File: config.mk
export PLATFORM = sky130hd
export DESIGN_NAME = resource_budget_governor_top
export DESIGN_NICKNAME = d
export VERILOG_FILES = /design/src/design/rbg_pkg.sv /design/src/design/rbg_cfg.sv /design/src/design/rbg_core.sv /design/src/design/resource_budget_governor_top.sv
export SDC_FILE = /design/constraint.sdc
export NUM_CORES = 1
export LEC_CHECK = 0
export CORE_MARGIN = 1
export CORE_UTILIZATION = 40
export DETAILED_ROUTE_END_ITERATION = 7
export DONT_BUFFER_PORTS = 1
export GPL_TIMING_DRIVEN = 0
export PLACE_DENSITY = 0.57
export SETUP_SLACK_MARGIN = 0.4
export SLEW_MARGIN = 20
export SYNTH_ARGS = -nofsm -noshare
export SYNTH_HDL_FRONTEND = slang
export SYNTH_SLANG_ARGS = --single-unit
File: constraint.sdc
create_clock -name clk -period 7.95 [get_ports clk]
set_input_delay 0.795 -clock clk [delete_from_list [all_inputs] [get_ports clk]]
set_output_delay 0.795 -clock clk [all_outputs]
set_load 0.005 [all_outputs]
File: src/design/rbg_pkg.sv
// ---------------------------------------------------------------------------
// rbg_pkg: shared types and constants for the resource budget governor
// Item and result layouts, operating modes, governor states and limits.
// ---------------------------------------------------------------------------
package rbg_pkg;

  localparam int unsigned DATA_W = 32;
  localparam int unsigned CNT_W  = 16;

  // Page size in kilobytes
  localparam logic [DATA_W-1:0] PAGE_KB = 32'd4;

  localparam logic [CNT_W-1:0] CPU_SAFE_LIMIT = 16'd3;
  localparam logic [CNT_W-1:0] MEM_SAFE_LIMIT = 16'd2;
  localparam logic [CNT_W-1:0] CNT_MAX        = 16'hFFFF;
  localparam logic [DATA_W-1:0] USAGE_MAX     = 32'hFFFF_FFFF;

  // Register indexes on the configuration port
  localparam logic REG_CPU_LIMIT  = 1'b0;
  localparam logic REG_MEM_BUDGET = 1'b1;

  typedef enum logic [1:0] {
    MODE_CPU   = 2'd0,
    MODE_MEM   = 2'd1,
    MODE_ALLOC = 2'd2,
    MODE_FREE  = 2'd3
  } mode_t;

  typedef enum logic [1:0] {
    ST_OK     = 2'd0,
    ST_WARNED = 2'd1,
    ST_SAFE   = 2'd2
  } gov_state_t;

  typedef struct packed {
    mode_t             mode;
    logic [DATA_W-1:0] amount;
    logic              alloc_ok;
    logic              addr_nonzero;
  } item_t;

  typedef struct packed {
    logic              violation;
    logic              granted;
    logic [1:0]        contract_state;
    logic              can_run;
    logic [DATA_W-1:0] cpu_used_total;
    logic [DATA_W-1:0] mem_used_total;
  } result_t;

  typedef struct packed {
    logic [DATA_W-1:0] cpu_limit;
    logic [DATA_W-1:0] memory_budget;
  } budgets_t;

endpackage

File: src/design/rbg_cfg.sv
// ---------------------------------------------------------------------------
// rbg_cfg: budget registers behind the APB-style configuration port
// Holds the CPU and memory budgets; reads return the register contents.
// ---------------------------------------------------------------------------
module rbg_cfg (
  input  logic                       clk,
  input  logic                       rst_n,
  input  logic                       cfg_psel,
  input  logic                       cfg_penable,
  input  logic                       cfg_pwrite,
  input  logic [2:0]                 cfg_paddr,
  input  logic [rbg_pkg::DATA_W-1:0] cfg_pwdata,
  output logic [rbg_pkg::DATA_W-1:0] cfg_prdata,
  output logic                       cfg_pready,
  output rbg_pkg::budgets_t          budgets
);

  logic [rbg_pkg::DATA_W-1:0] cpu_limit_r;
  logic [rbg_pkg::DATA_W-1:0] mem_budget_r;
  logic                       wr_en;

  assign cfg_pready = 1'b1;
  assign wr_en      = cfg_psel & cfg_penable & cfg_pwrite & cfg_pready;

  // Only the word select bit is decoded
  always_ff @(posedge clk) begin
    if (!rst_n) begin
      cpu_limit_r  <= '0;
      mem_budget_r <= '0;
    end else if (wr_en) begin
      if (cfg_paddr[2] == rbg_pkg::REG_CPU_LIMIT) begin
        cpu_limit_r <= cfg_pwdata;
      end else begin
        mem_budget_r <= cfg_pwdata;
      end
    end
  end

  always_comb begin
    if (cfg_paddr[2] == rbg_pkg::REG_CPU_LIMIT) begin
      cfg_prdata = cpu_limit_r;
    end else begin
      cfg_prdata = mem_budget_r;
    end
  end

  assign budgets.cpu_limit     = cpu_limit_r;
  assign budgets.memory_budget = mem_budget_r;

endmodule

File: src/design/rbg_core.sv
// ---------------------------------------------------------------------------
// rbg_core: usage accounting and governor state
// Applies one item per cycle, when item_en is set, to the usage, counters and governor state.
// ---------------------------------------------------------------------------
module rbg_core (
  input  logic              clk,
  input  logic              rst_n,
  input  logic              item_en,
  input  rbg_pkg::item_t    item,
  input  rbg_pkg::budgets_t budgets,
  output rbg_pkg::result_t  result
);

  logic [rbg_pkg::DATA_W-1:0] cpu_used_r, cpu_used_nxt;
  logic [rbg_pkg::DATA_W-1:0] mem_used_r, mem_used_nxt;
  logic [rbg_pkg::CNT_W-1:0]  cpu_cnt_r, cpu_cnt_nxt;
  logic [rbg_pkg::CNT_W-1:0]  mem_cnt_r, mem_cnt_nxt;
  rbg_pkg::gov_state_t        state_r, state_nxt;

  logic [rbg_pkg::DATA_W:0]   cpu_sum;
  logic [rbg_pkg::DATA_W:0]   mem_sum;
  logic [rbg_pkg::DATA_W-1:0] mem_operand;
  logic [rbg_pkg::DATA_W-1:0] cpu_sat;
  logic [rbg_pkg::DATA_W-1:0] mem_sat;
  logic [rbg_pkg::CNT_W-1:0]  cpu_cnt_inc;
  logic [rbg_pkg::CNT_W-1:0]  mem_cnt_inc;
  logic                       cpu_viol;
  logic                       mem_viol;
  logic                       granted;

  // One adder per usage; page requests share the memory adder
  assign mem_operand = (item.mode == rbg_pkg::MODE_ALLOC) ? rbg_pkg::PAGE_KB : item.amount;
  assign cpu_sum     = {1'b0, cpu_used_r} + {1'b0, item.amount};
  assign mem_sum     = {1'b0, mem_used_r} + {1'b0, mem_operand};
  assign cpu_sat     = cpu_sum[rbg_pkg::DATA_W] ? rbg_pkg::USAGE_MAX
                                                : cpu_sum[rbg_pkg::DATA_W-1:0];
  assign mem_sat     = mem_sum[rbg_pkg::DATA_W] ? rbg_pkg::USAGE_MAX
                                                : mem_sum[rbg_pkg::DATA_W-1:0];
  assign cpu_cnt_inc = (cpu_cnt_r == rbg_pkg::CNT_MAX) ? cpu_cnt_r : cpu_cnt_r + 1'b1;
  assign mem_cnt_inc = (mem_cnt_r == rbg_pkg::CNT_MAX) ? mem_cnt_r : mem_cnt_r + 1'b1;

  // Usage and violation accounting
  always_comb begin
    cpu_used_nxt = cpu_used_r;
    mem_used_nxt = mem_used_r;
    cpu_viol     = 1'b0;
    mem_viol     = 1'b0;
    granted      = 1'b0;
    unique case (item.mode)
      rbg_pkg::MODE_CPU: begin
        cpu_used_nxt = cpu_sat;
        cpu_viol     = cpu_sat > budgets.cpu_limit;
      end
      rbg_pkg::MODE_MEM: begin
        mem_used_nxt = mem_sat;
        mem_viol     = mem_sat > budgets.memory_budget;
      end
      rbg_pkg::MODE_ALLOC: begin
        if (state_r != rbg_pkg::ST_SAFE) begin
          // exact 33-bit sum, no wrap
          if (mem_sum > {1'b0, budgets.memory_budget}) begin
            mem_viol = 1'b1;
          end else if (item.alloc_ok) begin
            mem_used_nxt = mem_sum[rbg_pkg::DATA_W-1:0];
            granted      = 1'b1;
          end
        end
      end
      rbg_pkg::MODE_FREE: begin
        if (item.addr_nonzero && (mem_used_r >= rbg_pkg::PAGE_KB)) begin
          mem_used_nxt = mem_used_r - rbg_pkg::PAGE_KB;
        end
      end
      default: begin
      end
    endcase
    cpu_cnt_nxt = cpu_viol ? cpu_cnt_inc : cpu_cnt_r;
    mem_cnt_nxt = mem_viol ? mem_cnt_inc : mem_cnt_r;
  end

  // Governor state: next state
  always_comb begin
    state_nxt = state_r;
    unique case (state_r)
      rbg_pkg::ST_OK: begin
        if (cpu_viol || mem_viol) begin
          state_nxt = rbg_pkg::ST_WARNED;
        end
      end
      rbg_pkg::ST_WARNED: begin
        if ((cpu_viol && (cpu_cnt_nxt >= rbg_pkg::CPU_SAFE_LIMIT)) ||
            (mem_viol && (mem_cnt_nxt >= rbg_pkg::MEM_SAFE_LIMIT))) begin
          state_nxt = rbg_pkg::ST_SAFE;
        end
      end
      rbg_pkg::ST_SAFE: begin
        state_nxt = rbg_pkg::ST_SAFE;
      end
      default: begin
        state_nxt = rbg_pkg::ST_OK;
      end
    endcase
  end

  // Governor state: outputs
  always_comb begin
    result.violation      = cpu_viol | mem_viol;
    result.granted        = granted;
    result.contract_state = state_nxt;
    result.can_run        = (state_nxt != rbg_pkg::ST_SAFE);
    result.cpu_used_total = cpu_used_nxt;
    result.mem_used_total = mem_used_nxt;
  end

  always_ff @(posedge clk) begin
    if (!rst_n) begin
      cpu_used_r <= '0;
      mem_used_r <= '0;
      cpu_cnt_r  <= '0;
      mem_cnt_r  <= '0;
      state_r    <= rbg_pkg::ST_OK;
    end else if (item_en) begin
      cpu_used_r <= cpu_used_nxt;
      mem_used_r <= mem_used_nxt;
      cpu_cnt_r  <= cpu_cnt_nxt;
      mem_cnt_r  <= mem_cnt_nxt;
      state_r    <= state_nxt;
    end
  end

endmodule

File: src/design/resource_budget_governor_top.sv
// ---------------------------------------------------------------------------
// resource_budget_governor_top: CPU and memory budget governor
// Stream in, stream out, APB-style budget registers.
// ---------------------------------------------------------------------------
// Takes one item per clock while the output is not held and returns one result per
// item, through an input register, then the usage update and result register. The
// rate of one item a cycle is set by the read-modify-write of the usage registers
// and governor state.
// Budgets are to be written through the configuration port only while no item
// is in flight; the block does not enforce this. Both reset to zero.
module resource_budget_governor_top (
  input  logic        clk,
  input  logic        rst_n,
  // input channel
  input  logic        in_tvalid,
  output logic        in_tready,
  input  logic [39:0] in_tdata,   // amount[31:0], alloc_ok[32], addr_nonzero[33], zero pad
  input  logic [1:0]  in_tuser,   // mode[1:0]
  // result channel
  output logic        out_tvalid,
  input  logic        out_tready,
  // violation[0], granted[1], contract_state[3:2], can_run[4],
  // cpu_used_total[36:5], mem_used_total[68:37], zero pad
  output logic [71:0] out_tdata,
  // configuration
  input  logic        cfg_psel,
  input  logic        cfg_penable,
  input  logic        cfg_pwrite,
  input  logic [2:0]  cfg_paddr,
  input  logic [31:0] cfg_pwdata,
  output logic [31:0] cfg_prdata,
  output logic        cfg_pready
);

  rbg_pkg::budgets_t budgets;
  rbg_pkg::item_t    item_r;
  rbg_pkg::result_t  res;
  rbg_pkg::result_t  res_r;
  logic              in_vld_r;
  logic              out_vld_r;
  logic              advance;

  rbg_cfg u_cfg (
    .clk         (clk),
    .rst_n       (rst_n),
    .cfg_psel    (cfg_psel),
    .cfg_penable (cfg_penable),
    .cfg_pwrite  (cfg_pwrite),
    .cfg_paddr   (cfg_paddr),
    .cfg_pwdata  (cfg_pwdata),
    .cfg_prdata  (cfg_prdata),
    .cfg_pready  (cfg_pready),
    .budgets     (budgets)
  );

  rbg_core u_core (
    .clk     (clk),
    .rst_n   (rst_n),
    .item_en (advance),
    .item    (item_r),
    .budgets (budgets),
    .result  (res)
  );

  // item moves into the result register when that register is free or draining
  assign advance   = in_vld_r & (~out_vld_r | out_tready);
  assign in_tready = ~in_vld_r | advance;

  always_ff @(posedge clk) begin
    if (!rst_n) begin
      in_vld_r <= 1'b0;
    end else if (in_tvalid && in_tready) begin
      in_vld_r <= 1'b1;
    end else if (advance) begin
      in_vld_r <= 1'b0;
    end
  end

  always_ff @(posedge clk) begin
    if (in_tvalid && in_tready) begin
      item_r.mode         <= rbg_pkg::mode_t'(in_tuser);
      item_r.amount       <= in_tdata[31:0];
      item_r.alloc_ok     <= in_tdata[32];
      item_r.addr_nonzero <= in_tdata[33];
    end
  end

  always_ff @(posedge clk) begin
    if (!rst_n) begin
      out_vld_r <= 1'b0;
    end else if (advance) begin
      out_vld_r <= 1'b1;
    end else if (out_tready) begin
      out_vld_r <= 1'b0;
    end
  end

  always_ff @(posedge clk) begin
    if (advance) begin
      res_r <= res;
    end
  end

  assign out_tvalid = out_vld_r;
  assign out_tdata  = {3'b000, res_r.mem_used_total, res_r.cpu_used_total, res_r.can_run,
                       res_r.contract_state, res_r.granted, res_r.violation};

  // A granted page comes only from an allocation request and never with a violation
  a_grant_alloc: assert property (@(posedge clk) disable iff (!rst_n)
    advance && res.granted |-> (item_r.mode == rbg_pkg::MODE_ALLOC) && !res.violation)
    else $error("grant outside a clean allocation");

  // Safe mode denies every page
  a_safe_no_grant: assert property (@(posedge clk) disable iff (!rst_n)
    advance && (res.contract_state == rbg_pkg::ST_SAFE) |-> !res.granted)
    else $error("page granted in safe mode");

  // A held item stays put until it moves on
  a_item_held: assert property (@(posedge clk) disable iff (!rst_n)
    in_vld_r && !advance |=> in_vld_r && $stable(item_r))
    else $error("held item lost or changed");

endmodule

==> qor.yml <==
outcome: "complete, no violations"
grt.busiest_layer: "met2"
antenna_found_initial: 0
leakage_nw: 8.00
avgRoutedWirePerCell_um: 22.7
fin_setup_tns_ns: 0
min_period_ns: 7.31
cts_tree: "built"
crit_arrival_ns: 7.66
p_comb_frac: 0.247
nets: 2581
clk_latency_ns: 0.61
grt.met3_usage: 0.0611
synthToLayoutAreaGrowth_pct: 11.7
io_buffer_count: 0
synth_enable_flop_cells: 105
first_pass_iters: 8
drive_above_1_share: 0.0723
synthTopCellsByArea: "dfxtp_1, edfxtp_1, ha_1"
cp_slowest_cell: "fa_1"
p_int_w: 0.00269
cts-buffers-inserted: 31
worstPathRequired_ns: 8.30
routed_wl_mm: 67.1
route.detailed.drc: 0
netSwitchingPower_w: 0.00132
ys_seq_area_frac: 0.348
yosysWarnings: 0
seqPwrFrac: 0.391
io_pins: 191
p_clk_frac: 0.361
gp_congestion: 0.989
max_freq_mhz: 137
ys_types: 95
synth_commonest_cells: "nand2_1, a21oi_1, nor2_1"
vias: 17071
switching_share: 0.330
finClkSkew_ns: 0.0281
critPathKind: "flop to flop"
htreeDepth: 1
dp_cells: 2884
cts_sinks: 269
synth-seq-cells: 269
core_area_sq_um: 45500
die_y_um: 217
grt_max_degree: 37
setup_violations: 0
end_kind: "flop"
clockBufferDepth: 3
worst_pin_slew_ns: 0.982
crit_buf_inv: 5
fin_total_pwr_w: 0.00402
grt_pass1_wl_mm: 99.2
hold_viol: 0
yosysTopAreaCell: "dfxtp_1"
hold_buffers: 0
syn_area_sq_um: 18500
hold_path_class: "input port to flop"
cts_root_buf: "clkbuf_16"
max_stage_delay_ns: 0.44
drv_cap: 0
dr.first_iter.drc_count: 1508
yosysMostFrequentCell: "nand2_1"
grt_pass1_vias: 16131
ys.flop_type: "dfxtp_1"
power_density_nw_per_um2: 194
viasPerCell: 5.78
synth_area_per_cell_sq_um: 8.12
worstPathMaxFanout: 10
grt_usage: 0.278
grt_use_met2: 0.445
synth_top_area_share: 0.177
die_w_um: 217
synthCells: 2280
cpLargestDelayFamily: "compound AO/OA/AOI/OAI gates"
die-area_sq_um: 47100
worstSetupStartpointType: "flop"
slew_viol_final: 0
post-route-util: 0.454
async_reset_ff_frac: 0
gr-total-overflow: 0
rsz0062_at_grt: "no"
place_hpwl_mm: 53.5
ant_nets: 0
grtUsageMet1: 0.367
rows: 78
post-route-period-util: 0.919
fin_cells: 2952
max-vdd-ir-drop_v: 0.000194
initial_core_util: 0.407
slew_headroom: 0.340
clkTransAtPathRegs_ns: 0.06
[metrics by stage]
step,setup WS [ns],instance area [sq um],hold WS [ns]
finish,0.643,20700,0.285
global route,0.380,20700,0.266
CTS,0.402,20400,0.260
detailed placement,-0.684,19300,0.447
global placement,-0.709,19300,0.442
floorplan,1.56,18500,0.436
[worst paths after layout]
path | slack, ns | depth (start not counted) | start | endpoint
min reg2reg | 0.46 | 2 | u_cfg.cpu_limit_r[21]$_SDFFE_PN0P_ | u_cfg.cpu_limit_r[21]$_SDFFE_PN0P_
max | 0.64 | 29 | item_r[34]$_DFFE_PP_ | out_tdata[3]$_DFFE_PP_
max reg2reg | 0.64 | 29 | item_r[34]$_DFFE_PP_ | out_tdata[3]$_DFFE_PP_
min | 0.29 | 0 | in_tdata[5] | item_r[7]$_DFFE_PP_
[per-layer routing]
| layer | share of wire | up-vias |
|---|---|---|
| li1 | - | 8221 |
| met3 | 0.083 | 122 |
| met5 | 0 | - |
| met2 | 0.45 | 660 |
| met1 | 0.43 | 8068 |
| met4 | 0.036 | 0 |
[sequential cells by signal (all words and copies together) (netlist names)]
name                cells
u_core.state_r          2
u_core.cpu_used_r      32
u_cfg.cpu_limit_r      32
u_core.mem_cnt_r       16
out_tvalid              1
item_r                 36
u_core.mem_used_r      32
u_core.cpu_cnt_r       16
out_tdata              69
in_vld_r                1
u_cfg.mem_budget_r     32
[power by group through the flow]
stage	sequential, W	clock [W]	combinational (W)
detailed placement	0.00160	0	0.000946
floorplan	0.00157	0	0.000681
global placement	0.00160	0	0.000927
global route	0.00158	0.00154	0.00109
CTS	0.00157	0.00148	0.000958
finish	0.00157	0.00145	0.000994
[cells in the final DEF, fill, tap and decap left out, types with 11 or more instances in the layout]
cell	count
inv_1	138
nor2_1	200
nand3_1	47
or2_2	11
and3_1	29
a211oi_1	17
a221oi_1	19
or3_1	15
a31oi_1	13
a21oi_1	281
buf_4	14
o21a_1	22
xor2_1	35
xnor2_1	63
nor2b_1	44
nand2_1	288
and2_1	11
clkbuf_16	31
ha_1	168
edfxtp_1	105
nor3_1	29
nand4_1	33
nand2b_1	39
o21ai_0	152
o21bai_1	13
o21ai_1	12
buf_2	15
a21o_1	35
nor4_1	14
clkbuf_1	85
dfxtp_1	164
[cell type report]
| cell class | instances | area, sq um |
|---|---|---|
| inverter | 140 | 526 |
| clock buffer | 39 | 826 |
| fill | 4561 | 24800 |
| buffer | 115 | 510 |
| tap | 600 | 751 |
| clock inverter | 19 | 191 |
| multi-input combinational | 1758 | 11300 |
| timing repair buffer | 11 | 115 |
| antenna | 1 | 2.50 |
| sequential | 269 | 6440 |
[what timing repair did]
action / 4_1_cts / 5_1_grt
resized for setup: 29 / 39
setup endpoints to repair: 86 / 37
pin swaps: 3 / 7
buffers inserted: 2 / 7
[cells by family after synthesis]
family                     synth area share
and+or+nand+nor                       0.205
AOI/OAI and AO/OA                     0.224
DFF                                   0.348
buffers and inverters                0.0546
adders and majority gates             0.116
xor gates and xnor gates             0.0491
muxes                               0.00277
other                              0.000406
No activity file was read; power rests on OpenSTA's default activity.
